===== config.mk =====
export PLATFORM = sky130hd
export DESIGN_NAME = dbi_mul
export DESIGN_NICKNAME = d
export VERILOG_FILES = /design/src/design/dbi_pkg.sv /design/src/design/dbi_mul.sv
export SDC_FILE = /design/constraint.sdc
export NUM_CORES = 2
export LEC_CHECK = 0
export ABC_AREA = 1
export BUFFER_PORTS_ARGS = -buffer_cell sky130_fd_sc_hd__buf_2
export CAP_MARGIN = 20
export CORE_ASPECT_RATIO = 1.5
export CORE_MARGIN = 2
export CORE_UTILIZATION = 60
export CTS_CLUSTER_DIAMETER = 30
export DETAILED_ROUTE_END_ITERATION = 10
export HOLD_SLACK_MARGIN = 0.15
export PLACE_DENSITY = 0.89
export SYNTH_ARGS = -nofsm -noshare
export SYNTH_HDL_FRONTEND = slang
export SYNTH_SLANG_ARGS = --single-unit

===== constraint.sdc =====
create_clock -name clock -period 12.32 [get_ports clock]
set_input_delay 1.848 -clock clock [delete_from_list [all_inputs] [get_ports clock]]
set_output_delay 1.848 -clock clock [all_outputs]
set_load 0.1 [all_outputs]

===== src/design/dbi_pkg.sv =====
// ----------------------------------------------------------------------------
// dbi_pkg: shared types and constants of the debt based backoff interval unit
// Widths, status codes, reset values and the structs between the submodules.
// ----------------------------------------------------------------------------
package dbi_pkg;

   localparam int TIME_BITS = 48;
   localparam int FRAC_BITS = 24;
   localparam int Q_BITS    = 62;
   localparam int GF_W      = 29;
   localparam int AC_W      = 32;
   localparam int DL_W      = 40;
   localparam int J_W       = 42;
   localparam int STATUS_W  = 3;
   localparam int CSR_AW    = 5;
   localparam int CSR_DW    = 64;

   localparam logic [1:0] REG_GROWTH = 2'd0;
   localparam logic [1:0] REG_COST   = 2'd1;
   localparam logic [1:0] REG_LIMIT  = 2'd2;

   localparam logic [GF_W-1:0] GF_RESET = GF_W'(33554432);
   localparam logic [AC_W-1:0] AC_RESET = AC_W'(60000);
   localparam logic [DL_W-1:0] DL_RESET = DL_W'(360000);

   localparam logic [GF_W-1:0] X_ONE = GF_W'(1) << FRAC_BITS;
   localparam logic [Q_BITS:0] Q_ONE = {1'b1, {Q_BITS{1'b0}}};
   localparam logic [TIME_BITS-1:0] TIME_MASK = {TIME_BITS{1'b1}};

   typedef enum logic [STATUS_W-1:0] {
      STATUS_OK       = 3'd0,
      STATUS_EARLY    = 3'd1,
      STATUS_BREACH   = 3'd2,
      STATUS_OVERFLOW = 3'd3,
      STATUS_ORDER    = 3'd4,
      STATUS_BADCFG   = 3'd5
   } status_type;

   typedef struct packed {
      logic [GF_W-1:0] growth;
      logic [AC_W-1:0] cost;
      logic [DL_W-1:0] limit;
      logic            bad;
   } cfg_type;

   typedef struct packed {
      logic            start;
      logic [DL_W-1:0] debt;
      logic [AC_W-1:0] cost;
      logic [DL_W-1:0] limit;
      logic [GF_W-1:0] growth;
   } core_req_type;

   typedef struct packed {
      logic                 done;
      logic [TIME_BITS-1:0] interval;
   } core_rsp_type;

   typedef struct packed {
      logic        go;
      logic [63:0] a;
      logic [63:0] b;
   } mul_req_type;

   typedef struct packed {
      logic         done;
      logic [127:0] prod;
   } mul_rsp_type;

   typedef struct packed {
      logic         go;
      logic [127:0] num;
      logic [63:0]  den;
   } div_req_type;

   typedef struct packed {
      logic         done;
      logic [127:0] quo;
      logic [63:0]  rem;
   } div_rsp_type;

endpackage


===== src/design/dbi_mul.sv =====
// ----------------------------------------------------------------------------
// dbi_mul: shared 64x64 multiplier
// One 32x32 multiplier, four partial products accumulated one after another.
// ----------------------------------------------------------------------------
module dbi_mul (
   input  logic                 clock,
   input  logic                 reset,
   input  dbi_pkg::mul_req_type req,
   output dbi_pkg::mul_rsp_type rsp
);

   logic [63:0]  a_ff;
   logic [63:0]  b_ff;
   logic [2:0]   step_ff;
   logic         busy_ff;
   logic         done_ff;
   logic [63:0]  pp_ff;
   logic [127:0] acc_ff;
   logic [31:0]  opa;
   logic [31:0]  opb;
   logic [127:0] addend;

   always_comb begin
      unique case (step_ff[1:0])
         2'd0: begin opa = a_ff[31:0];  opb = b_ff[31:0];  end
         2'd1: begin opa = a_ff[31:0];  opb = b_ff[63:32]; end
         2'd2: begin opa = a_ff[63:32]; opb = b_ff[31:0];  end
         default: begin opa = a_ff[63:32]; opb = b_ff[63:32]; end
      endcase
      // add the product of the previous step at its weight
      unique case (step_ff)
         3'd1:    addend = {64'b0, pp_ff};
         3'd2:    addend = {32'b0, pp_ff, 32'b0};
         3'd3:    addend = {32'b0, pp_ff, 32'b0};
         3'd4:    addend = {pp_ff, 64'b0};
         default: addend = '0;
      endcase
   end

   always_ff @(posedge clock) begin
      if (reset) begin
         busy_ff <= 1'b0;
         done_ff <= 1'b0;
         step_ff <= '0;
      end else begin
         done_ff <= 1'b0;
         if (req.go) begin
            a_ff    <= req.a;
            b_ff    <= req.b;
            acc_ff  <= '0;
            step_ff <= '0;
            busy_ff <= 1'b1;
         end else if (busy_ff) begin
            pp_ff   <= 64'(opa) * 64'(opb);
            acc_ff  <= acc_ff + addend;
            step_ff <= step_ff + 3'd1;
            if (step_ff == 3'd4) begin
               busy_ff <= 1'b0;
               done_ff <= 1'b1;
            end
         end
      end
   end

   assign rsp.done = done_ff;
   assign rsp.prod = acc_ff;

endmodule


==> load_flow_metrics.sql, run 1 <==
INSERT INTO impl_metrics (metric_group, metric, value, unit) VALUES
('placement', 'placed_cell_area', '0.0624', 'sq mm'),
('logic_synthesis', 'synth_area', '0.0596', 'sq mm'),
('logic_synthesis', 'area_share_of_the_leading_cell_type_in_the_synthesized_netlist', '0.301', ''),
('grt', 'globalRoute.totalOverflow', '49', ''),
('clocking', 'cts_repair_resize_count', '0', ''),
('logic_synthesis', 'flip_flop_and_latch_count_after_synthesis', '325', ''),
('clocking', 'post-cts-setup-buffer-count', '0', ''),
('clocking', 'post_cts_hold_buffer_count', '0', ''),
('clocking', 'cts_num_sinks', '325', ''),
('floorplanning', 'placement_rows', '141', ''),
('logic_synthesis', 'warnings_synthesis', '0', ''),
('placement', 'dp.final_hpwl', '220000', 'microns'),
('logic_synthesis', 'synthDominantAreaCellType', 'fa_1', ''),
('logic_synthesis', 'ys_top_cells_by_area', 'fa_1 30%, edfxtp_1 16%, nand2_1 13%', ''),
('logic_synthesis', 'number_of_synthesized_flops_with_an_enable_pin', '320', ''),
('grt', 'grt_pass1_wl', '448000', 'microns'),
('placement', 'dp_worst_setup_slack', '2290', 'ps'),
('logic_synthesis', 'synth_nets', '9531', ''),
('floorplanning', 'number_of_primary_i_o_pins', '260', ''),
('logic_synthesis', 'synth_cell_types', '48', ''),
('outcome', 'stop_stage', 'global routing', ''),
('outcome', 'status', 'aborted with a tool error', ''),
('logic_synthesis', 'post_synthesis_sequential_area_ratio', '0.163', ''),
('placement', 'placed_cells', '9540', ''),
('floorplanning', 'dieWidth', '261', 'microns'),
('logic_synthesis', 'async_reset_ff_frac', '0', ''),
('grt', 'grt_use_total', '0.615', ''),
('clocking', 'cts.htree.levels', '3', ''),
('logic_synthesis', 'syn-mean-instance-area', '7.35', 'sq um'),
('logic_synthesis', 'synth_top_flop_cell', 'edfxtp_1', ''),
('logic_synthesis', 'syn-instance-count', '8108', ''),
('clocking', 'cts_max_path_buffers', '3', ''),
('floorplanning', 'start_util', '0.605', ''),
('grt', 'pin_count_of_the_biggest_net_entering_global_routing', '73', ''),
('clocking', 'cts-buffers-inserted', '71', ''),
('grt', 'grt_pass1_vias', '64900', ''),
('floorplanning', 'dieHeight', '390', 'microns'),
('placement', 'place.port_buffers', '259', ''),
('outcome', 'toolErrorMsg', '[ERROR GRT-0116] Global routing finished with congestion. Check the congestion regions in the DRC Viewer.', ''),
('placement', 'gp_congestion', '1.20', ''),
('clocking', 'clk_root_buffer_cell', 'clkbuf_16', '');
[cells by family after synthesis]
| logic type | share of synthesized area |
|---|---|
| adder cells (fa/ha/maj) | 0.384 |
| buffers and inverters | 0.144 |
| XOR/XNOR | 0.00720 |
| flip-flops | 0.163 |
| AND/OR/NAND/NOR | 0.246 |
| AO/OA/AOI/OAI | 0.0552 |
[stage by stage]
step                      hold slack [ps]  utilization
after CTS                             473        0.659
after detailed placement              463        0.634
after global placement                455        0.634
after floorplan                       422            -
[layer usage]
| metal | GRT overflow | global-route usage |
|---|---|---|
| met5 | 0 | 0.0521 |
| met4 | 29 | 0.680 |
| met3 | 2 | 0.336 |
| met2 | 18 | 0.879 |
| met1 | 0 | 0.586 |
[cells in the mapped netlist, drive strengths merged (5+ instances only)]
master  number
a21boi       5
a21o        12
a21oi      271
a31oi        9
and2        10
buf         72
clkbuf     128
dfxtp        5
edfxtp     320
fa         897
ha         395
inv       2058
nand2     2199
nand3      156
nand4       22
nor2      1180
nor3        20
nor4         8
o21a        12
o21ai      185
o21bai      18
o22ai       64
xnor2       14
xor2        35
==> run 2: changes to the inputs <==
CORE_ASPECT_RATIO = unset   (was 1.5)
CORE_UTILIZATION = 40   (was 60)
CTS_CLUSTER_DIAMETER = unset   (was 30)
HOLD_SLACK_MARGIN = unset   (was 0.15)
PLACE_DENSITY = unset   (was 0.89)
PLACE_DENSITY_LB_ADDON = 0.15   (was unset)
==> run 2 against run 1 <==
Against the previous run:
- the flow now finishes without violations
- synthesized cell count unchanged
- synthesized area stayed put
==> load_flow_metrics.sql, run 2 <==
INSERT INTO impl_metrics (metric_group, metric, value, unit) VALUES
('setup_path', 'startpoint', 'step_ff[0]', ''),
('floorplanning', 'placement_rows', '141', ''),
('sta', 'max_freq', '0.103', 'GHz'),
('cells_and_area', 'post_route_cells_drive_above_1_share', '0.0925', ''),
('logic_synthesis', 'warnings_synthesis', '0', ''),
('setup_path', 'critical_path.max_fanout', '23', ''),
('logic_synthesis', 'number_of_synthesized_flops_with_an_enable_pin', '320', ''),
('cells_and_area', 'most-common-layout-cells', '2120 x nand2_1, 1989 x inv_1, 1071 x nor2_1, 897 x fa_1, 395 x ha_1', ''),
('clocking', 'cts_tree', 'done', ''),
('grt', 'pin_count_of_the_biggest_net_entering_global_routing', '81', ''),
('logic_synthesis', 'syn-instance-count', '8108', ''),
('setup_path', 'timing.reg2reg.setup_slack', '2630', 'ps'),
('logic_synthesis', 'async_reset_ff_frac', '0', ''),
('setup_path', 'worstPathRequired', '12710', 'ps'),
('setup_path', 'critical_path.endpoint_type', 'flip-flop', ''),
('routing', 'wire_per_inst', '24.6', 'microns'),
('logic_synthesis', 'syn-mean-instance-area', '7.35', 'sq um'),
('placement', 'dp.final_hpwl', '213000', 'microns'),
('routing', 'routed_wl', '252000', 'microns'),
('placement', 'place.port_buffers', '259', ''),
('logic_synthesis', 'post-synth-top-count-cell', 'nand2_1', ''),
('clocking', 'cts.htree.levels', '2', ''),
('sta', 'finalCriticalPeriod', '9690', 'ps'),
('routing', 'via_cell_ratio', '5.18', ''),
('logic_synthesis', 'ys_top_cells_by_area', 'fa_1 30%, edfxtp_1 16%, nand2_1 13%', ''),
('setup_path', 'setup.worst_path.class', 'flip-flop to flip-flop', ''),
('routing', 'detail-route-antenna-nets', '0', ''),
('cells_and_area', 'largest_register_ffs', '128', ''),
('logic_synthesis', 'flip_flop_and_latch_count_after_synthesis', '325', ''),
('logic_synthesis', 'post_synth_most_frequent_cells', '2122 x nand2_1, 1990 x inv_1, 1073 x nor2_1, 897 x fa_1, 395 x ha_1', ''),
('clocking', 'cts_repair_resize_count', '0', ''),
('sta', 'report.final.setup_viol', '0', ''),
('floorplanning', 'dieWidth', '390', 'microns'),
('logic_synthesis', 'synth_nets', '9531', ''),
('placement', 'gp_congestion', '1.03', ''),
('clocking', 'post-cts-setup-buffer-count', '0', ''),
('setup_path', 'critical-path-slowest-cell', 'inv_1', ''),
('sta', 'finalCritPeriodShare', '0.786', ''),
('grt', 'grt_pass1_wl', '366000', 'microns'),
('sta', 'timing.final.max_slew_violations', '0', ''),
('cells_and_area', 'design.final.nets', '9737', ''),
('setup_path', 'critical-path-top-cell-by-count', 'fa_1', ''),
('clocking', 'clk_root_buffer_cell', 'clkbuf_16', ''),
('clocking', 'cts-buffers-inserted', '47', ''),
('floorplanning', 'start_util', '0.403', ''),
('cells_and_area', 'commonest_non_fill_non_tap_cell_in_the_layout', 'nand2_1', ''),
('setup_path', 'critical_path.endpoint', 'pp_ff[48]', ''),
('logic_synthesis', 'synth_top_flop_cell', 'edfxtp_1', ''),
('clocking', 'worstSkewPairLatency', '690', 'ps'),
('sta', 'fin_worst_skew', '60.8', 'ps'),
('sta', 'final_hold_viol_count', '0', ''),
('grt', 'globalRoute.totalOverflow', '0', ''),
('setup_path', 'destination_of_the_worst_register_to_register_timing_path', 'pp_ff[48]', ''),
('routing', 'drt_pass1_iterations', '6', ''),
('sta', 'final.setup.tns', '0', 'ps'),
('setup_path', 'max_stage_delay', '680', 'ps'),
('floorplanning', 'dieHeight', '390', 'microns'),
('cells_and_area', 'num-fill-cells', '15600', ''),
('routing', 'drt_drc_violations_left', '0', ''),
('grt', 'antenna_found_initial', '8', ''),
('setup_path', 'r2r_cells', '28', ''),
('floorplanning', 'placeable_core_region', '0.148', 'sq mm'),
('logic_synthesis', 'post_synthesis_sequential_area_ratio', '0.163', ''),
('setup_path', 'setup.worst_path.start_class', 'flip-flop', ''),
('setup_path', 'worstPathArrival', '10080', 'ps'),
('outcome', 'status', 'finished, final reports clean', ''),
('floorplanning', 'dieArea', '0.152', 'sq mm'),
('sta', 'setup_repair_after_global_routing_missed_its_margin', 'no', ''),
('clocking', 'post_cts_hold_buffer_count', '0', ''),
('clocking', 'worst_setup_hold_path_clk_slew', '60', 'ps'),
('cells_and_area', 'largest_register', 'acc_ff', ''),
('clocking', 'cts_max_path_buffers', '3', ''),
('logic_synthesis', 'synthDominantAreaCellType', 'fa_1', ''),
('flow_run', 'cap_violations', '0', ''),
('sta', 'max_slew.worst_pin.slew', '1150', 'ps'),
('clocking', 'cts_num_sinks', '325', ''),
('logic_synthesis', 'area_share_of_the_leading_cell_type_in_the_synthesized_netlist', '0.301', ''),
('grt', 'grt_pass1_vias', '54800', ''),
('logic_synthesis', 'synth_cell_types', '48', ''),
('routing', 'dr_total_vias', '53200', ''),
('setup_path', 'regToRegStartpoint', 'step_ff[0]', ''),
('floorplanning', 'number_of_primary_i_o_pins', '260', ''),
('logic_synthesis', 'synth_area', '0.0596', 'sq mm'),
('sta', 'slew_headroom', '0.231', ''),
('cells_and_area', 'synth_to_final_area_change', '8.87', '%'),
('worst_hold_path', 'hold_path.class', 'flip-flop to flip-flop', ''),
('grt', 'grt_use_total', '0.334', ''),
('routing', 'detailedRoute.firstIterationViolations', '4396', '');
[run 2: cell counts after synthesis]
No cell type changed its count.
[run 2: critical path, delay by kind of cell, from the launching register on]
| kind | cells | cell delay (ps) |
|---|---|---|
| AOI/OAI and AO/OA | 4 | 1250 |
| buffers and inverters | 8 | 1900 |
| DFF | 1 | 370 |
| xor gates and xnor gates | 1 | 160 |
| adders and majority gates | 10 | 4660 |
| and+or+nand+nor | 5 | 1050 |
[run 2: worst min-delay path by stage]
stage	slack (ps)	from	cells past startpoint	end
final	480	busy_ff	1	step_ff[2]
after global routing	530	busy_ff	1	step_ff[2]
after CTS	480	busy_ff	1	step_ff[2]
after detailed placement	450	busy_ff	1	step_ff[2]
after global placement	450	busy_ff	1	step_ff[2]
after floorplan	420	busy_ff	1	step_ff[2]
[run 2: layer usage]
| layer | routed length [microns] | global-route usage | vias to the layer above | part of all wire |
|---|---|---|---|---|
| met2 | 117000 | 0.558 | 2285 | 0.46 |
| met5 | 13 | 0 | - | 0.000052 |
| met3 | 17000 | 0.0452 | 616 | 0.067 |
| met1 | 98500 | 0.407 | 26000 | 0.39 |
| li1 | - | - | 24300 | - |
| met4 | 19600 | 0.214 | 2 | 0.078 |
[run 2: kinds of logic after synthesis]
| logic type | synth area share |
|---|---|
| adders and majority gates | 0.384 |
| xor gates and xnor gates | 0.00720 |
| DFF | 0.163 |
| AOI/OAI and AO/OA | 0.0552 |
| and+or+nand+nor | 0.246 |
| buffers and inverters | 0.144 |
[run 2: stage by stage]
step,std cells,hold WS [ps],area [sq um],utilization,worst slack [ps]
5_1_grt,10300,533,64800,0.439,2340
3_5_place_dp,10200,453,63300,0.428,2550
4_1_cts,10300,476,64800,0.438,2550
2_1_floorplan,8108,422,59600,-,3030
6_report,10300,485,64900,0.439,2630
3_3_place_gp,10200,448,63200,0.428,1810
[run 2: cell type report]
class | instances | area (sq um) | area share
multi-input cells | 5524 | 41400 | 0.639
flip-flops and latches | 325 | 9710 | 0.150
inverters | 2059 | 7730 | 0.119
well taps | 1930 | 2410 | 0.0372
repair buffers | 357 | 2080 | 0.0321
clock buffers | 59 | 1240 | 0.0192
clock inverters | 23 | 250 | 0.00386
diodes | 4 | 10.0 | 0.000154
Power of run 2 is not shown: default switching activity piles up to over one toggle a cycle in this logic, so the estimate is an artifact.
