===== src/design/dbi_pkg.sv =====
// ----------------------------------------------------------------------------
// dbi_pkg: shared types and constants of the debt based backoff interval unit
// Widths, status codes, reset values and the structs between the submodules.
// ----------------------------------------------------------------------------
package dbi_pkg;

   localparam int TIME_BITS = 48;
   localparam int FRAC_BITS = 24;
   localparam int Q_BITS    = 62;
   localparam int GF_W      = 29;
   localparam int AC_W      = 32;
   localparam int DL_W      = 40;
   localparam int J_W       = 42;
   localparam int STATUS_W  = 3;
   localparam int CSR_AW    = 5;
   localparam int CSR_DW    = 64;

   localparam logic [1:0] REG_GROWTH = 2'd0;
   localparam logic [1:0] REG_COST   = 2'd1;
   localparam logic [1:0] REG_LIMIT  = 2'd2;

   localparam logic [GF_W-1:0] GF_RESET = GF_W'(33554432);
   localparam logic [AC_W-1:0] AC_RESET = AC_W'(60000);
   localparam logic [DL_W-1:0] DL_RESET = DL_W'(360000);

   localparam logic [GF_W-1:0] X_ONE = GF_W'(1) << FRAC_BITS;
   localparam logic [Q_BITS:0] Q_ONE = {1'b1, {Q_BITS{1'b0}}};
   localparam logic [TIME_BITS-1:0] TIME_MASK = {TIME_BITS{1'b1}};

   typedef enum logic [STATUS_W-1:0] {
      STATUS_OK       = 3'd0,
      STATUS_EARLY    = 3'd1,
      STATUS_BREACH   = 3'd2,
      STATUS_OVERFLOW = 3'd3,
      STATUS_ORDER    = 3'd4,
      STATUS_BADCFG   = 3'd5
   } status_type;

   typedef struct packed {
      logic [GF_W-1:0] growth;
      logic [AC_W-1:0] cost;
      logic [DL_W-1:0] limit;
      logic            bad;
   } cfg_type;

   typedef struct packed {
      logic            start;
      logic [DL_W-1:0] debt;
      logic [AC_W-1:0] cost;
      logic [DL_W-1:0] limit;
      logic [GF_W-1:0] growth;
   } core_req_type;

   typedef struct packed {
      logic                 done;
      logic [TIME_BITS-1:0] interval;
   } core_rsp_type;

   typedef struct packed {
      logic        go;
      logic [63:0] a;
      logic [63:0] b;
   } mul_req_type;

   typedef struct packed {
      logic         done;
      logic [127:0] prod;
   } mul_rsp_type;

   typedef struct packed {
      logic         go;
      logic [127:0] num;
      logic [63:0]  den;
   } div_req_type;

   typedef struct packed {
      logic         done;
      logic [127:0] quo;
      logic [63:0]  rem;
   } div_rsp_type;

endpackage


===== src/design/dbi_div.sv =====
// ----------------------------------------------------------------------------
// dbi_div: shared restoring divider
// 128 by 64 bit division, one quotient bit per cycle.
// ----------------------------------------------------------------------------
module dbi_div (
   input  logic                 clock,
   input  logic                 reset,
   input  dbi_pkg::div_req_type req,
   output dbi_pkg::div_rsp_type rsp
);

   logic [127:0] n_ff;
   logic [63:0]  r_ff;
   logic [63:0]  d_ff;
   logic [6:0]   cnt_ff;
   logic         busy_ff;
   logic         done_ff;
   logic [63:0]  shifted;
   logic         take;

   assign shifted = {r_ff[62:0], n_ff[127]};
   assign take    = r_ff[63] || (shifted >= d_ff);

   always_ff @(posedge clock) begin
      if (reset) begin
         busy_ff <= 1'b0;
         done_ff <= 1'b0;
         cnt_ff  <= '0;
      end else begin
         done_ff <= 1'b0;
         if (req.go) begin
            n_ff    <= req.num;
            d_ff    <= req.den;
            r_ff    <= '0;
            cnt_ff  <= '0;
            busy_ff <= 1'b1;
         end else if (busy_ff) begin
            // shift the next dividend bit in, quotient bit in at the bottom
            r_ff   <= take ? shifted - d_ff : shifted;
            n_ff   <= {n_ff[126:0], take};
            cnt_ff <= cnt_ff + 7'd1;
            if (cnt_ff == 7'd127) begin
               busy_ff <= 1'b0;
               done_ff <= 1'b1;
            end
         end
      end
   end

   assign rsp.done = done_ff;
   assign rsp.quo  = n_ff;
   assign rsp.rem  = r_ff;

endmodule


===== config.mk =====
export PLATFORM = sky130hd
export DESIGN_NAME = dbi_div
export DESIGN_NICKNAME = d
export VERILOG_FILES = /design/src/design/dbi_pkg.sv /design/src/design/dbi_div.sv
export SDC_FILE = /design/constraint.sdc
export NUM_CORES = 1
export LEC_CHECK = 0
export BUFFER_PORTS_ARGS = -buffer_cell sky130_fd_sc_hd__buf_2
export CAP_MARGIN = 20
export CELL_PAD_IN_SITES_DETAIL_PLACEMENT = 1
export CELL_PAD_IN_SITES_GLOBAL_PLACEMENT = 1
export CORE_ASPECT_RATIO = 1.75
export CORE_MARGIN = 2
export CORE_UTILIZATION = 45
export DETAILED_ROUTE_END_ITERATION = 10
export PLACE_DENSITY_LB_ADDON = 0.2
export SLEW_MARGIN = 20
export SYNTH_ARGS = -nofsm -noshare
export SYNTH_HDL_FRONTEND = slang
export SYNTH_SLANG_ARGS = --single-unit

===== constraint.sdc =====
create_clock -name clock -period 31.6 [get_ports clock]
set_input_delay 3.16 -clock clock [delete_from_list [all_inputs] [get_ports clock]]
set_output_delay 3.16 -clock clock [all_outputs]
set_load 0.03 [all_outputs]

* Yosys cells after proc, flatten, opt, wreduce, memory -nomap -nowiden
Cells that the tools add are included.
** Storage, ports and cells
- Output and inout bits :: 193
- Input port bits :: 195
- Word-level logic and storage cells :: 26
- Register bits :: 265
** Cells by class
- Muxes and demuxes :: 8
- Eq/ne operators :: 1
- Bitwise logic cells :: 2
- $lt $le $gt $ge :: 1
- Reduce and logical (&&, ||, !) cells :: 6
- Add/sub/neg operators :: 2
** Operator list (count)
- $mux 128 :: 2
- $mux 64 :: 2
- $ge 64x64->1 :: 1
- $sub 64x64->64 :: 1
- $add 7x1->7 const B :: 1
- $eq 7x7->1 const B :: 1
- $mux 1 :: 4
- $reduce_and 2->1 :: 2
- $reduce_or 3->1 :: 1
- $not 1->1 :: 2
- $reduce_bool 2->1 :: 1
- $reduce_or 2->1 :: 1
- $logic_or 1x1->1 :: 1

* Longest topological paths before layout
Gate-level depths: netlist (run 1).
- Word-level depth :: 4
- Depth in mapped cells :: 15
- Gate-level depth less buffers :: 13

* Least setup slack after synthesis (run 1)
Ideal clock, no wire load.
- Kind :: input port to flip-flop
- Start point :: in req[192] in the netlist's numbering
- End point :: reg busy_ff
- Setup time :: 98 ps
- Path slack :: 17950 ps
- Arrival :: 13552 ps
- Data required time :: 31502 ps
- Cell stages on the path :: 4
- Buffers on the path :: 1
- Cell sequence :: inv_1 clkbuf_1 a21oi_1 o31a_1
** Between the ends
- Longest elaborated chain between the ends :: 1
** RTL lines
- start: declaration :: line dbi_div.sv:8 : input dbi_pkg::div_req_type req,
- $mux 1 :: line dbi_div.sv:31 : if (req.go) begin
- end signal: assignment :: line dbi_div.sv:26 : busy_ff <= 1'b0;
- end signal: assignment :: line dbi_div.sv:36 : busy_ff <= 1'b1;
- end signal: assignment :: line dbi_div.sv:43 : busy_ff <= 1'b0;
- end: declaration :: line dbi_div.sv:16 : logic busy_ff;
No other way between the ends.
A chain may end at the register's enable or synchronous reset.

* Worst setup path in the final report (run 1)
- Start point :: in req[192] in the netlist's numbering
- End point :: reg n_ff[38] (data pin)
** Between the ends
- Longest elaborated chain between the ends :: 1
** RTL lines
- $mux 128 :: line dbi_div.sv:31
- end signal: assignment :: line dbi_div.sv:32 : n_ff <= req.num;
- end signal: assignment :: line dbi_div.sv:40 : n_ff <= {n_ff[126:0], take};
- end: declaration :: line dbi_div.sv:12 : logic [127:0] n_ff;
No other way between the ends.

==> results of run 1 <==
==> per-layer routing <==
| metal | part of all wire | GRT usage | up-vias | routed length [um] |
|---|---|---|---|---|
| met5 | 0.00047 | 0 | - | 22 |
| met4 | 0.046 | 0.120 | 4 | 2180 |
| met3 | 0.060 | 0.0599 | 118 | 2850 |
| met2 | 0.56 | 0.536 | 400 | 26600 |
| met1 | 0.33 | 0.258 | 5819 | 15600 |
| li1 | - | - | 5581 | - |
==> worst max-delay path, stage by stage <==
cell    delay (ps)
buf_6          420
buf_4          790
buf_4          730
mux2_2         430
==> kinds of logic (layout without fill, tap and decap cells) <==
group,Yosys count,count (layout)
AND/OR/NAND/NOR,324,324
flip-flops,265,265
other,0,2
buffers and inverters,162,538
AO/OA/AOI/OAI,317,317
adder cells (fa/ha/maj),66,66
XOR/XNOR,50,50
multiplexers,132,132
==> metrics by stage <==
stage                     hold WS (ps)  instances  power (mW)  area, sq um   util
after floorplan                    445       1316       0.650        14900      -
after global placement             471       2047       0.726        17100  0.522
after detailed placement           497       2047       0.734        17100  0.522
after CTS                          505       2097        1.06        18000  0.548
after global routing               543       2099        1.10        18000  0.549
final                              506       2099        1.06        18000  0.549
==> state kept, by name, summed over array words and instances, names as in the netlist <==
signal / flops
r_ff: 64
d_ff: 64
done_ff: 1
cnt_ff: 7
busy_ff: 1
n_ff: 128
==> worst max path at each step <==
stage | start | to | depth (start not counted)
after floorplan | req[192] | busy_ff | 4
after detailed placement | req[192] | n_ff[38] | 4
after global placement | req[192] | n_ff[37] | 4
after CTS | req[192] | n_ff[38] | 4
final | req[192] | n_ff[38] | 4
after global routing | req[192] | n_ff[32] | 4
==> layout make-up <==
class                           count  area (sq um)
Antenna cell                        2          5.00
Clock buffer                       38           757
Clock inverter                     12           121
Fill cell                        3614         14800
Inverter                           93           349
Multi-Input combinational cell    889          6380
Sequential cell                   265          7870
Tap cell                          405           507
Timing Repair Buffer              395          2020
==> power breakdown <==
part           leakage [nW]  switching [mW]  internal (mW)
Sequential             2.52          0.0184          0.422
Clock                 0.433           0.144          0.184
Combinational          4.60           0.185          0.102
==> cells in the final DEF (no fill, tap or decap), types with 5 or more instances in the layout <==
cell type and instances:
a211oi_1 13, a21o_1 37, a21oi_1 121, a31oi_1 7
and3_1 8, buf_2 386, buf_4 7, clkbuf_1 7
clkbuf_16 27, dfxtp_1 9, edfxtp_1 256, ha_1 65
inv_1 92, mux2_2 127, mux2i_1 5, nand2_1 125
nand2b_1 6, nand3_1 18, nand4_1 36, nor2_1 72
nor2b_1 6, nor3_1 14, o211ai_1 9, o21a_1 10
o21ai_0 48, o21ai_1 10, o21bai_1 13, or3_1 12
xnor2_1 32, xor2_1 18
==> flow_metrics.tcl, run 1 <==
set metrics [dict create \
    antenna_found_initial 5 \
    dpl.hpwl_um 36100 \
    hold_end "cnt_ff[5]" \
    fin_setup_tns_ps 0 \
    die_h_um 245 \
    hold_class "reg -> reg" \
    synth_top_family_by_area "compound AO/OA/AOI/OAI gates" \
    fin_nets 1932 \
    clock_skew_ps 13.0 \
    fin_ws_ps 26260 \
    cts_sinks 265 \
    synth_edf_count 256 \
    arrival_ps 5650 \
    ys_types 82 \
    power.density_mw_per_mm2 58.6 \
    yosysTopAreaCellShare 0.516 \
    fmax_mhz 187 \
    postCtsSetupBuffers 0 \
    drv_cap 0 \
    post_cts_resized 0 \
    r2r_end "r_ff[54]" \
    syn2layout_area_growth_pct 20.9 \
    hold_start "cnt_ff[5]" \
    htreeDepth 1 \
    ys_warn_count 0 \
    peakVddDrop_uv 49.7 \
    end_kind "flip-flop" \
    synth_mux_area_frac 0.0994 \
    cts_buffer_depth 3 \
    leakage_nw 7.55 \
    async_flop_share 0 \
    reg2regPathDepth 14 \
    hold_depth 2 \
    cts_hold_buf 0 \
    worstMarginPinSlew_ps 995 \
    synth_xor_area_frac 0.0294 \
    vias 11900 \
    finalHoldViolCount 0 \
    numCtsBuffers 27 \
    setup_viol 0 \
    maxSlewHeadroom 0.337 \
    io_buffers 387 \
    clkLatencyLatePin_ps 570 \
    yosysSeqAreaShare 0.529 \
    num_io_pins 388 \
    gp_congestion 0.887 \
    regToRegSetupSlack_ps 26970 \
    drcViolationCount 0 \
    start_util 0.454 \
    grt_pass1_wl_um 72900 \
    synthAdderAreaFrac 0.0560 \
    cts-root-buf "clkbuf_16" \
    drtAntennaViolNets 0 \
    synthesis.area_sq_mm 0.0149 \
    yosys.area_share.simple 0.103 \
    place_ws_ps 25700 \
    dr.pass1.iters 4 \
    post_drt_wl_per_cell_um 22.5 \
    ys_dominant_reg_cell "edfxtp_1" \
    synth_top_area_cell "edfxtp_1" \
    yosysMostFrequentCell "edfxtp_1" \
    cp.required_ps 31920 \
    dr.first_iter.drc_count 495 \
    ys_top_cells_by_count "256 x edfxtp_1, 127 x mux2_2, 126 x nand2_1" \
    maxSlewViolCount 0 \
    synth_seq_cells 265 \
    layout-drive-gt1-share 0.347 \
    avgSynthCellArea_sq_um 11.3 \
    cts_tree "done" \
    cp_max_fo 71 \
    grt_pass1_vias 13200 \
    clkTransAtPathRegs_ps 70 \
    wirelength_um 47200 \
    post-route-period-util 0.169 \
    ys_top_cells_by_area "edfxtp_1 52%, mux2_2 9.6%, ha_1 5.5%, a21oi_1 4.1%, nand2_1 3.2%" \
    r2r-start "n_ff[127]" \
    netlist_instances 1316 \
    syn_nets 1577 \
    period_needed_ps 5340 \
    rows 88 \
    synth-compound-area-share 0.139 \
    grt.overflow.total 0 \
    core_sq_mm 0.0328 \
    status "finished, final reports clean" \
    drt-vias-per-instance 5.68 \
    grt_usage 0.270 \
    grt_max_degree 144 \
    rsz0062_at_grt "false" \
    die_area_sq_mm 0.0346 \
    start_kind "primary input" \
    die_x_um 141 \
    critPathKind "in -> reg" \
]
Power figures use the tool's default switching activity.
==> inputs of run 2 (changes only) <==
--- a/config.mk
+++ b/config.mk
@@ -11,7 +11,7 @@
 export CELL_PAD_IN_SITES_GLOBAL_PLACEMENT = 1
 export CORE_ASPECT_RATIO = 1.75
 export CORE_MARGIN = 2
-export CORE_UTILIZATION = 45
+export CORE_UTILIZATION = 42
 export DETAILED_ROUTE_END_ITERATION = 10
 export PLACE_DENSITY_LB_ADDON = 0.2
 export SLEW_MARGIN = 20
==> constraint.sdc (replaced) <==
create_clock -name clock -period 5.1 [get_ports clock]
set_input_delay 0.51 -clock clock [delete_from_list [all_inputs] [get_ports clock]]
set_output_delay 0.51 -clock clock [all_outputs]
set_load 0.03 [all_outputs]
==> flow_metrics.tcl, run 2 (synthesized netlist as in run 1, its figures left out) <==
set metrics [dict create \
    maxSlewHeadroom 0.399 \
    grt_usage 0.255 \
    final_common_cell "buf_2" \
    fin_nets 1933 \
    hold_class "in -> reg" \
    grt_pass1_vias 13300 \
    gp_congestion 0.899 \
    grt_max_degree 98 \
    dr.pass1.iters 4 \
    hold_start "req[38]" \
    rows 91 \
    die_area_sq_mm 0.0370 \
    period_needed_ps 4010 \
    grt.overflow.total 0 \
    leakage_nw 7.54 \
    post_drt_wl_per_cell_um 22.4 \
    final_cell_mix "386 x buf_2, 256 x edfxtp_1, 127 x mux2_2" \
    grt_pass1_wl_um 73600 \
    regMostFlops "n_ff" \
    cts_sinks 265 \
    post_dp_cell_area_sq_mm 0.0172 \
    fin_hold_ws_ps 126 \
    crit_chain "ha_1 > a21o_1 > a21o_1 > a21oi_1 > o21a_1 > o211ai_1 > a21oi_2 > inv_2 > nor2_4 > buf_4 > buf_4 > nand2_1 > a21oi_1" \
    clkTransAtPathRegs_ps 70 \
    largest_reg_flops 128 \
    htreeDepth 1 \
    fillCellCount 3930 \
    drtAntennaViolNets 0 \
    startpoint "r_ff[56]" \
    final_util 0.515 \
    dpl.hpwl_um 37400 \
    fmax_mhz 249 \
    start_kind "flip-flop" \
    setup_viol 0 \
    critical_path.top_delay_family "compound AO/OA/AOI/OAI gates" \
    die_h_um 253 \
    drt-vias-per-instance 5.56 \
    drcViolationCount 0 \
    cts_hold_buf 0 \
    cts-root-buf "clkbuf_16" \
    numCtsBuffers 27 \
    syn2layout_area_growth_pct 21.3 \
    core_sq_mm 0.0351 \
    post-route-period-util 0.786 \
    r2r-start "r_ff[56]" \
    critPathKind "reg -> reg" \
    fin_setup_tns_ps 0 \
    drv_cap 0 \
    regToRegSetupSlack_ps 1090 \
    r2r_end "r_ff[15]" \
    arrival_ps 4390 \
    reg2regPathDepth 13 \
    hold_end "d_ff[38]" \
    num_io_pins 388 \
    start_util 0.424 \
    wirelength_um 48300 \
    post_cts_resized 0 \
    cpMaxStageDelayCell "nor2_4" \
    clock_skew_ps 11.0 \
    peakVddDrop_uv 279 \
    vias 12000 \
    rsz0062_at_grt "false" \
    cts_buffer_depth 3 \
    layout-drive-gt1-share 0.344 \
    maxSlewViolCount 0 \
    top_regs "n_ff: 128 flops, d_ff: 64 flops, r_ff: 64 flops" \
    hold_depth 1 \
    power.density_mw_per_mm2 358 \
    dr.first_iter.drc_count 411 \
    cp_max_fo 25 \
    end_kind "flip-flop" \
    status "finished, final reports clean" \
    cp_num_buf_inv 3 \
    die_x_um 146 \
    cpPeakStageDelay_ps 580 \
    worstMarginPinSlew_ps 899 \
    postCtsSetupBuffers 0 \
    cp.required_ps 5490 \
    antenna_found_initial 9 \
    clkLatencyLatePin_ps 550 \
    cts_tree "done" \
    stdcell_area_sq_mm 0.0181 \
    io_buffers 387 \
    finalHoldViolCount 0 \
]
## run 2: report_power, final
part	switching [mW]	total [mW]	internal, mW	leakage (nW)
Clock	0.853	1.93	1.08	0.398
Combinational	1.16	1.80	0.641	4.62
Sequential	0.111	2.72	2.61	2.52
Total	2.12	6.46	4.33	7.54
## run 2: worst max path at each step
stage	end	slack, ps	cells after the start
floorplan	n_ff[0]	670	3
global placement	r_ff[2]	1200	14
detailed placement	r_ff[2]	1100	14
CTS	r_ff[2]	1070	14
global route	r_ff[13]	850	13
finish	r_ff[15]	1090	13
## run 2: area by class of cell
| cell class | count | area (sq um) | share of cell area |
|---|---|---|---|
| Sequential cell | 265 | 7870 | 0.436 |
| Multi-Input combinational cell | 889 | 6380 | 0.353 |
| Timing Repair Buffer | 396 | 2060 | 0.114 |
| Clock buffer | 35 | 716 | 0.0396 |
| Tap cell | 465 | 582 | 0.0322 |
| Inverter | 93 | 349 | 0.0193 |
| Clock inverter | 11 | 97.6 | 0.00540 |
| Antenna cell | 3 | 7.51 | 0.000416 |
## run 2: layer usage
| metal | GRT usage | wire, um | up-vias |
|---|---|---|---|
| met2 | 0.507 | 27300 | 383 |
| met3 | 0.0690 | 3230 | 111 |
| met5 | 0 | 46 | - |
| li1 | - | - | 5596 |
| met4 | 0.113 | 2120 | 6 |
| met1 | 0.240 | 15600 | 5894 |
## run 2: stage by stage
step / total power, mW / setup WS [ps] / cells
after global routing: 6.75 / 846 / 2157
after detailed placement: 4.57 / 1100 / 2108
after global placement: 4.53 / 1200 / 2108
after CTS: 6.51 / 1070 / 2154
after floorplan: 4.00 / 672 / 1316
final: 6.46 / 1090 / 2157
## run 2: worst reg2reg max path: stages, from the launching register on
cell	delay (ps)
edfxtp_1	460
ha_1	450
a21o_1	230
a21o_1	190
a21oi_1	340
o21a_1	200
o211ai_1	100
a21oi_2	320
inv_2	110
nor2_4	580
buf_4	380
buf_4	250
nand2_1	70
a21oi_1	170
