==> config.mk <==
export PLATFORM = sky130hd
export DESIGN_NAME = dbi_seq
export DESIGN_NICKNAME = d
export VERILOG_FILES = /design/src/design/dbi_pkg.sv /design/src/design/dbi_seq.sv
export SDC_FILE = /design/constraint.sdc
export NUM_CORES = 2
export LEC_CHECK = 0
export BUFFER_PORTS_ARGS = -buffer_cell sky130_fd_sc_hd__buf_2
export CORE_MARGIN = 10
export CORE_UTILIZATION = 45
export CTS_CLUSTER_SIZE = 12
export DETAILED_ROUTE_END_ITERATION = 10
export PLACE_DENSITY = 0.7
export SETUP_SLACK_MARGIN = 0.05
export SLEW_MARGIN = 20
export SYNTH_ARGS = -nofsm -noshare
export SYNTH_HDL_FRONTEND = slang
export SYNTH_SLANG_ARGS = --single-unit
==> constraint.sdc <==
create_clock -name clock -period 27.1 [get_ports clock]
set_input_delay 8.13 -clock clock [delete_from_list [all_inputs] [get_ports clock]]
set_output_delay 8.13 -clock clock [all_outputs]
set_load 0.03 [all_outputs]
==> src/design/dbi_pkg.sv <==
// ----------------------------------------------------------------------------
// dbi_pkg: shared types and constants of the debt based backoff interval unit
// Widths, status codes, reset values and the structs between the submodules.
// ----------------------------------------------------------------------------
package dbi_pkg;

   localparam int TIME_BITS = 48;
   localparam int FRAC_BITS = 24;
   localparam int Q_BITS    = 62;
   localparam int GF_W      = 29;
   localparam int AC_W      = 32;
   localparam int DL_W      = 40;
   localparam int J_W       = 42;
   localparam int STATUS_W  = 3;
   localparam int CSR_AW    = 5;
   localparam int CSR_DW    = 64;

   localparam logic [1:0] REG_GROWTH = 2'd0;
   localparam logic [1:0] REG_COST   = 2'd1;
   localparam logic [1:0] REG_LIMIT  = 2'd2;

   localparam logic [GF_W-1:0] GF_RESET = GF_W'(33554432);
   localparam logic [AC_W-1:0] AC_RESET = AC_W'(60000);
   localparam logic [DL_W-1:0] DL_RESET = DL_W'(360000);

   localparam logic [GF_W-1:0] X_ONE = GF_W'(1) << FRAC_BITS;
   localparam logic [Q_BITS:0] Q_ONE = {1'b1, {Q_BITS{1'b0}}};
   localparam logic [TIME_BITS-1:0] TIME_MASK = {TIME_BITS{1'b1}};

   typedef enum logic [STATUS_W-1:0] {
      STATUS_OK       = 3'd0,
      STATUS_EARLY    = 3'd1,
      STATUS_BREACH   = 3'd2,
      STATUS_OVERFLOW = 3'd3,
      STATUS_ORDER    = 3'd4,
      STATUS_BADCFG   = 3'd5
   } status_type;

   typedef struct packed {
      logic [GF_W-1:0] growth;
      logic [AC_W-1:0] cost;
      logic [DL_W-1:0] limit;
      logic            bad;
   } cfg_type;

   typedef struct packed {
      logic            start;
      logic [DL_W-1:0] debt;
      logic [AC_W-1:0] cost;
      logic [DL_W-1:0] limit;
      logic [GF_W-1:0] growth;
   } core_req_type;

   typedef struct packed {
      logic                 done;
      logic [TIME_BITS-1:0] interval;
   } core_rsp_type;

   typedef struct packed {
      logic        go;
      logic [63:0] a;
      logic [63:0] b;
   } mul_req_type;

   typedef struct packed {
      logic         done;
      logic [127:0] prod;
   } mul_rsp_type;

   typedef struct packed {
      logic         go;
      logic [127:0] num;
      logic [63:0]  den;
   } div_req_type;

   typedef struct packed {
      logic         done;
      logic [127:0] quo;
      logic [63:0]  rem;
   } div_rsp_type;

endpackage

==> src/design/dbi_seq.sv <==
// ----------------------------------------------------------------------------
// dbi_seq: below-limit interval sequencer
// Binary search for the exponent and final division on the shared units.
// ----------------------------------------------------------------------------
module dbi_seq (
   input  logic                  clock,
   input  logic                  reset,
   input  dbi_pkg::core_req_type creq,
   output dbi_pkg::core_rsp_type crsp,
   output dbi_pkg::mul_req_type  mreq,
   input  dbi_pkg::mul_rsp_type  mrsp,
   output dbi_pkg::div_req_type  dreq,
   input  dbi_pkg::div_rsp_type  drsp
);

   localparam int J_W = dbi_pkg::J_W;
   localparam int QB  = dbi_pkg::Q_BITS;
   localparam int FB  = dbi_pkg::FRAC_BITS;

   typedef enum logic [4:0] {
      S_IDLE, S_C_DIV, S_REM_MUL, S_INV_DIV, S_H_DIV, S_LOOP, S_N_MUL, S_POW,
      S_POW_R, S_POW_B, S_LEFT_MUL, S_RIGHT_MUL, S_F_X_MUL, S_F_P_MUL,
      S_F_DIV, S_FIN
   } state_type;

   state_type                   state_ff;
   logic [dbi_pkg::AC_W-1:0]    a_ff;
   logic [dbi_pkg::GF_W-1:0]    g_ff;
   logic [dbi_pkg::GF_W-1:0]    x1_ff;
   logic [dbi_pkg::DL_W-1:0]    nn_ff;
   logic [J_W-1:0]              c_ff;
   logic [dbi_pkg::AC_W-1:0]    rem_ff;
   logic [QB-1:0]               inv_ff;
   logic [J_W-1:0]              lo_ff;
   logic [J_W-1:0]              hi_ff;
   logic [J_W-1:0]              t_ff;
   logic [J_W-1:0]              e_ff;
   logic [63:0]                 n_ff;
   logic [QB:0]                 r_ff;
   logic [QB-1:0]               b_ff;
   logic [127:0]                left_ff;
   logic [127:0]                q1_ff;
   logic                        final_ff;
   dbi_pkg::mul_req_type        mreq_ff;
   dbi_pkg::div_req_type        dreq_ff;
   logic                        done_ff;
   logic [dbi_pkg::TIME_BITS-1:0] iv_ff;

   logic [dbi_pkg::DL_W-1:0]    nn_w;
   logic [J_W-1:0]              t_mid;
   logic [63:0]                 nval;
   logic [63:0]                 one_minus_r;
   logic [40:0]                 iv_w;

   assign nn_w        = creq.limit - creq.debt;
   assign t_mid       = lo_ff + ((hi_ff - lo_ff) >> 1);
   assign nval        = mrsp.prod[63:0] + 64'(rem_ff);
   assign one_minus_r = 64'(dbi_pkg::Q_ONE - r_ff);

   // round the scaled quotient up to whole time units, never below one
   always_comb begin
      iv_w = 41'(q1_ff[63:FB]) + 41'(|q1_ff[FB-1:0]);
      if (iv_w == '0) begin
         iv_w = 41'd1;
      end
   end

   always_ff @(posedge clock) begin
      if (reset) begin
         state_ff     <= S_IDLE;
         mreq_ff.go   <= 1'b0;
         dreq_ff.go   <= 1'b0;
         done_ff      <= 1'b0;
      end else begin
         mreq_ff.go <= 1'b0;
         dreq_ff.go <= 1'b0;
         done_ff    <= 1'b0;
         unique case (state_ff)
            S_IDLE: begin
               if (creq.start) begin
                  a_ff        <= creq.cost;
                  g_ff        <= creq.growth;
                  x1_ff       <= creq.growth - dbi_pkg::X_ONE;
                  nn_ff       <= nn_w;
                  dreq_ff.go  <= 1'b1;
                  dreq_ff.num <= 128'(41'(nn_w) + 41'(creq.cost) - 41'd1);
                  dreq_ff.den <= 64'(creq.cost);
                  state_ff    <= S_C_DIV;
               end
            end
            S_C_DIV: begin
               if (drsp.done) begin
                  c_ff       <= drsp.quo[J_W-1:0];
                  mreq_ff.go <= 1'b1;
                  mreq_ff.a  <= drsp.quo[63:0];
                  mreq_ff.b  <= 64'(a_ff);
                  state_ff   <= S_REM_MUL;
               end
            end
            S_REM_MUL: begin
               if (mrsp.done) begin
                  rem_ff      <= mrsp.prod[31:0] - nn_ff[31:0];
                  dreq_ff.go  <= 1'b1;
                  dreq_ff.num <= 128'(1) << (QB + FB);
                  dreq_ff.den <= 64'(g_ff);
                  state_ff    <= S_INV_DIV;
               end
            end
            S_INV_DIV: begin
               if (drsp.done) begin
                  inv_ff      <= drsp.quo[QB-1:0];
                  dreq_ff.go  <= 1'b1;
                  dreq_ff.num <= 128'(x1_ff + dbi_pkg::X_ONE - dbi_pkg::GF_W'(1));
                  dreq_ff.den <= 64'(x1_ff);
                  state_ff    <= S_H_DIV;
               end
            end
            S_H_DIV: begin
               if (drsp.done) begin
                  hi_ff    <= c_ff + drsp.quo[J_W-1:0];
                  lo_ff    <= c_ff - J_W'(1);
                  state_ff <= S_LOOP;
               end
            end
            S_LOOP: begin
               if (lo_ff < hi_ff) begin
                  t_ff     <= t_mid;
                  final_ff <= 1'b0;
                  if (t_mid < c_ff) begin
                     lo_ff <= t_mid + J_W'(1);
                  end else begin
                     mreq_ff.go <= 1'b1;
                     mreq_ff.a  <= 64'(t_mid - c_ff);
                     mreq_ff.b  <= 64'(a_ff);
                     state_ff   <= S_N_MUL;
                  end
               end else begin
                  t_ff       <= hi_ff;
                  final_ff   <= 1'b1;
                  mreq_ff.go <= 1'b1;
                  mreq_ff.a  <= 64'(hi_ff - c_ff);
                  mreq_ff.b  <= 64'(a_ff);
                  state_ff   <= S_N_MUL;
               end
            end
            S_N_MUL: begin
               if (mrsp.done) begin
                  if (nval == '0 && !final_ff) begin
                     lo_ff    <= t_ff + J_W'(1);
                     state_ff <= S_LOOP;
                  end else begin
                     n_ff     <= nval;
                     r_ff     <= dbi_pkg::Q_ONE;
                     b_ff     <= inv_ff;
                     e_ff     <= t_ff;
                     state_ff <= S_POW;
                  end
               end
            end
            S_POW: begin
               mreq_ff.go <= 1'b1;
               if (e_ff == '0) begin
                  mreq_ff.a <= n_ff;
                  mreq_ff.b <= 64'(x1_ff);
                  state_ff  <= final_ff ? S_F_X_MUL : S_LEFT_MUL;
               end else if (e_ff[0]) begin
                  mreq_ff.a <= 64'(r_ff);
                  mreq_ff.b <= 64'(b_ff);
                  state_ff  <= S_POW_R;
               end else begin
                  mreq_ff.a <= 64'(b_ff);
                  mreq_ff.b <= 64'(b_ff);
                  state_ff  <= S_POW_B;
               end
            end
            S_POW_R: begin
               if (mrsp.done) begin
                  r_ff       <= mrsp.prod[QB+QB:QB];
                  mreq_ff.go <= 1'b1;
                  mreq_ff.a  <= 64'(b_ff);
                  mreq_ff.b  <= 64'(b_ff);
                  state_ff   <= S_POW_B;
               end
            end
            S_POW_B: begin
               if (mrsp.done) begin
                  b_ff     <= mrsp.prod[QB+QB-1:QB];
                  e_ff     <= e_ff >> 1;
                  state_ff <= S_POW;
               end
            end
            S_LEFT_MUL: begin
               if (mrsp.done) begin
                  left_ff    <= mrsp.prod << (QB - FB);
                  mreq_ff.go <= 1'b1;
                  mreq_ff.a  <= 64'(a_ff);
                  mreq_ff.b  <= one_minus_r;
                  state_ff   <= S_RIGHT_MUL;
               end
            end
            S_RIGHT_MUL: begin
               if (mrsp.done) begin
                  if (left_ff <= mrsp.prod) begin
                     lo_ff <= t_ff + J_W'(1);
                  end
                  if (left_ff >= mrsp.prod) begin
                     hi_ff <= t_ff;
                  end
                  state_ff <= S_LOOP;
               end
            end
            S_F_X_MUL: begin
               if (mrsp.done) begin
                  mreq_ff.go <= 1'b1;
                  mreq_ff.a  <= mrsp.prod[63:0];
                  mreq_ff.b  <= 64'(r_ff);
                  state_ff   <= S_F_P_MUL;
               end
            end
            S_F_P_MUL: begin
               if (mrsp.done) begin
                  dreq_ff.go  <= 1'b1;
                  dreq_ff.num <= mrsp.prod;
                  dreq_ff.den <= one_minus_r;
                  state_ff    <= S_F_DIV;
               end
            end
            S_F_DIV: begin
               if (drsp.done) begin
                  q1_ff    <= drsp.quo + 128'(drsp.rem != '0);
                  state_ff <= S_FIN;
               end
            end
            S_FIN: begin
               done_ff  <= 1'b1;
               iv_ff    <= (q1_ff[127:64] != '0) ? dbi_pkg::TIME_MASK
                                                 : dbi_pkg::TIME_BITS'(iv_w);
               state_ff <= S_IDLE;
            end
            default: state_ff <= S_IDLE;
         endcase
      end
   end

   assign mreq          = mreq_ff;
   assign dreq          = dreq_ff;
   assign crsp.done     = done_ff;
   assign crsp.interval = iv_ff;

endmodule

After elaboration in Yosys (flattened, before gate mapping)
Index checks and enable logic that the tools add are counted.

Flip-flop bits (word level): 1210. Word-level logic and storage cells: 183.

Add/sub/neg operators: 19. $lt $le $gt $ge: 4. Equality and inequality tests: 35. Muxes and demuxes: 63. Bitwise operators: 2. Reduce and logical (&&, ||, !) cells: 32.

Operators by type and width (count): $mux W129 (6); $pmux W129 S6 (1); $mux W193 (4); $pmux W193 S4 (1); $mux W42 (14); $mux W63 (3); $mux W62 (3); $pmux W42 S2 (2); $pmux W42 S4 (1); $add A128 B1 Y128 (1); $ge A128 B128 Y1 (1); $le A128 B128 Y1 (1); $mux W128 (1); $reduce_bool A64 Y1 (2); $mux W127 (1); $pmux W63 S2 (1); $pmux W62 S2 (1); $sub A42 B42 Y43 (2); $add A42 B1 Y42 const B (2); $lt A42 B42 Y1 (2); $mux W5 (15); $pmux W5 S15 (1); $add A64 B32 Y64 (1); $logic_not A64 Y1 (1); 43 further kinds (87).

Depth between registers and ports, before layout
Depth in word-level cells: 6. Depth in mapped cells: 41.

Worst setup path after synthesis
No wires, ideal clock.

Kind: input to register. From: in drsp[192] (netlist bit). To: reg dreq_ff (netlist bit dreq[0]) (enable). Setup time: 1028 ps. Arrival: 22691 ps. Data required time: 26072 ps. Slack: 3382 ps. Cell stages on the path: 5. Path buffers: 1. Cells stage by stage: clkbuf_1 > o22ai_1 > nand2_1 > o21ai_0 > a211oi_1.

Word-level cells in the longest chain between the ends: 2.

Ends and longest elaborated chain: start: declaration (line dbi_seq.sv:13) `input dbi_pkg::div_rsp_type drsp`; $ne A2 B2 Y1 (no source line); $reduce_and A6 Y1 (no source line); end: declaration (line dbi_seq.sv:45) `dbi_pkg::div_req_type dreq_ff;`.

No other way between the ends. A chain may end at the register's enable or synchronous reset.

Worst setup path in the final report
From: in creq[29] (netlist bit). To: reg dreq_ff (netlist bit dreq[160]) (data pin).

Word-level cells in the longest chain between the ends: 5.

Ends and longest elaborated chain: start: declaration (line dbi_seq.sv:8) `input dbi_pkg::core_req_type creq,`; $sub A40 B40 Y40 (line dbi_seq.sv:55) `assign nn_w = creq.limit - creq.debt;`; named net nn_w (one bit) (line dbi_seq.sv:49) `logic [dbi_pkg::DL_W-1:0] nn_w;`; $add A40 B32 Y41 (line dbi_seq.sv:86) `dreq_ff.num <= 128'(41'(nn_w) + 41'(creq.cost) - 41'd1);`; $sub A41 B1 Y42 (line dbi_seq.sv:86); $mux W193 (line dbi_seq.sv:80) `if (creq.start) begin`; $pmux W193 S4 (line dbi_seq.sv:78) `unique case (state_ff)`.

The timed path passes the listed nets, and every way through them passes these cells. The select of a mux whose other input is x is not followed.

==> flow_metrics.env <==
export IMPL_first_pass_iters=8
export IMPL_dp_hpwl_microns=242200
export IMPL_hold_start="inv_ff[3]$_DFFE_PP_"
export IMPL_start_util_pct=45.41
export IMPL_slew_viol_final=0
export IMPL_critPathKind="input pin to flip-flop"
export IMPL_critical_path_max_fanout=87
export IMPL_antenna_found_initial=33
export IMPL_crit_top_cell="inv_1"
export IMPL_layout_drive_gt1_share_pct=16.84
export IMPL_synth_flop_cell="edfxtp_1"
export IMPL_relSlewSlack_pct=20.00
export IMPL_synthArstFlopShare_pct=0
export IMPL_die_h_microns=431.3
export IMPL_syn_to_final_growth_pct=14.77
export IMPL_groute_usage_overall_pct=31.86
export IMPL_tns_ps=0
export IMPL_routedWlPerCell_microns=29.65
export IMPL_crit_required_ps=27790
export IMPL_synth_distinct_cells=95
export IMPL_synth_seq_cells=1179
export IMPL_finClkSkew_ps=58.44
export IMPL_die_w_microns=431.3
export IMPL_final_util_pct=52.12
export IMPL_fillers=14780
export IMPL_seq_area_frac_synth_pct=46.43
export IMPL_hold_class="flip-flop to flip-flop"
export IMPL_worst_pin_slew_ps=1194
export IMPL_grt_overflow=0
export IMPL_synth_net_count=8343
export IMPL_path_buf_inv=6
export IMPL_drc=0
export IMPL_rows=150
export IMPL_gp_congestion=1.018
export IMPL_holdBufCountCts=0
export IMPL_cts_root_buf="clkbuf_16"
export IMPL_critPathSlowestCell="a2111oi_0"
export IMPL_synth_fa_ha_area_share_pct=8.177
export IMPL_io_buffers=836
export IMPL_post_cts_repair_setup_buffers=0
export IMPL_rsz0062_at_grt="no"
export IMPL_p_leak_uw=0.03521
export IMPL_antenna_left=0
export IMPL_clkTransAtPathRegs_ps=60
export IMPL_clkLatencyLatePin_ps=840
export IMPL_vias=66280
export IMPL_ioPinCount=837
export IMPL_synthCells=7385
export IMPL_vias_per_cell=6.327
export IMPL_status="completed"
export IMPL_rr_startpoint="hi_ff[3]$_DFFE_PP_"
export IMPL_critPathLaunchType="input pin"
export IMPL_finalSetupViolCount=0
export IMPL_htreeDepth=4
export IMPL_p_per_area_nw_per_um2=71.42
export IMPL_synth_edff_count=1172
export IMPL_clk_path_buf_depth=3
export IMPL_post_cts_resized=0
export IMPL_max_freq_mhz=68.54
export IMPL_synth_top_family_by_area="compound AO/OA/AOI/OAI gates"
export IMPL_syn_area_per_cell_sq_um=10.31
export IMPL_grt_pass1_vias=63380
export IMPL_end_kind="flip-flop"
export IMPL_fin_crit_sh_pct=53.84
export IMPL_startpoint="creq[29]"
export IMPL_path_delay_family="compound AO/OA/AOI/OAI gates"
export IMPL_num_nets_final=9101
export IMPL_wirelength_microns=310600
export IMPL_drt_initial_drc_count=8431
export IMPL_crit_arrival_ps=15280
export IMPL_drv_cap=0
export IMPL_die_area_sq_um=186000
export IMPL_ir_drop_uv=65.77
export IMPL_numCtsBuffers=138
export IMPL_muxShareOfSynthArea_pct=3.362
export IMPL_synth_compound_area_share_pct=16.51
export IMPL_yosys_area_share_simple_pct=13.89
export IMPL_syn_area_sq_um=76110
export IMPL_core_sq_um=167600
export IMPL_synth_xor_area_share_pct=7.526
export IMPL_grt_max_degree=91
export IMPL_yosysWarnings=0
export IMPL_slowest_delay_ps=700
export IMPL_timing_hold_violations_final=0
export IMPL_cts_sinks=1179
export IMPL_period_minus_slack_ps=14590
export IMPL_grt_pass1_wl_microns=440100
export IMPL_cts_tree="yes"
## flip-flops by register name, summed over array words and instances, names as in the netlist, 62 cells and up
name,flops
inv_ff,62
n_ff,64
b_ff,62
q1_ff,128
mreq,129
r_ff,63
dreq,193
left_ff,90
## layout make-up
type                            instances  area (sq um)  area share (%)
Timing Repair Buffer                  922          4837           5.538
Inverter                              514          1929           2.209
Clock inverter                         81         957.2           1.096
Clock buffer                          160          3536           4.048
Tap cell                             2204          2758           3.157
Antenna cell                           27         67.56         0.07735
Sequential cell                      1179         35330           40.45
Multi-Input combinational cell       5388         37930           43.42
## stage by stage
| step | hold slack (ps) | cell area (sq um) | setup slack, ps | instances | total power, uW |
|---|---|---|---|---|---|
| 3_3_place_gp | 528.4 | 82760 | 11920 | 10210 | 4334 |
| 5_1_grt | 553.6 | 87290 | 12020 | 10450 | 6452 |
| 6_report | 533.2 | 87350 | 12510 | 10480 | 6238 |
| 2_1_floorplan | 510.2 | 76110 | 3382 | 7385 | 3721 |
| 3_5_place_dp | 533.6 | 82780 | 11820 | 10210 | 4352 |
| 4_1_cts | 521.8 | 87270 | 12680 | 10450 | 6212 |
## power by group
| group | leakage (uW) | total, uW | switching, uW | internal, uW |
|---|---|---|---|---|
| Sequential | 0.0108 | 2390 | 115 | 2270 |
| Clock | 0.00214 | 1870 | 842 | 1030 |
| Combinational | 0.0223 | 1980 | 1350 | 623 |
## path summary, 6_finish.rpt
path                         end  slack [ps]  cells after the start
min reg2reg    b_ff[3]$_DFFE_PP_         530                      1
min            b_ff[3]$_DFFE_PP_         530                      1
max          dreq[160]$_DFFE_PP_       12510                     32
max reg2reg   mreq[50]$_DFFE_PP_       17210                     33
## per-layer routing
layer | vias up | GRT usage [%] | wire length (microns)
li1 | 29150 | - | -
met1 | 32050 | 40.75 | 117400
met2 | 4271 | 48.26 | 133900
met3 | 779 | 8.526 | 37140
met4 | 22 | 19.06 | 21980
met5 | - | 0 | 149
## layout by cell type (no fill, tap or decap), types with 138 or more instances in the layout
master / n
and3_1: 161
xor2_1: 231
a21oi_1: 452
xnor2_1: 420
mux2_2: 149
edfxtp_1: 1172
a21o_1: 286
nand3_1: 185
ha_1: 483
inv_1: 514
nor2_1: 471
o21ai_0: 342
buf_2: 836
clkbuf_16: 138
nand2_1: 547
## synth_stat cells, drive strengths merged, types with 58 or more instances
| cell | number | area share (%) |
|---|---|---|
| and3 | 163 | 1.3 |
| a222oi | 60 | 0.79 |
| a21o | 286 | 2.8 |
| nand2 | 550 | 2.7 |
| nand3 | 188 | 1.2 |
| inv | 514 | 2.5 |
| nand4 | 118 | 0.97 |
| clkbuf | 261 | 1.3 |
| edfxtp | 1172 | 46 |
| nor4 | 116 | 0.97 |
| nor2b | 70 | 0.58 |
| mux2i | 88 | 1.2 |
| nand2b | 69 | 0.57 |
| nor3 | 145 | 0.99 |
| a22oi | 118 | 1.2 |
| nor2 | 486 | 2.4 |
| xor2 | 231 | 2.7 |
| a21oi | 453 | 3.0 |
| a31oi | 67 | 0.55 |
| o21ai | 345 | 2.3 |
| or3 | 58 | 0.51 |
| mux2 | 149 | 2.2 |
| xnor2 | 423 | 4.9 |
| ha | 483 | 7.9 |
| o211ai | 89 | 0.88 |
## kinds of logic after synthesis
group,after synthesis
fa+ha+maj,492
buf+inv,818
mux,237
compound gates,1880
xor+xnor,654
simple gates,2125
flops,1179
No activity file was read; power rests on OpenSTA's default activity.
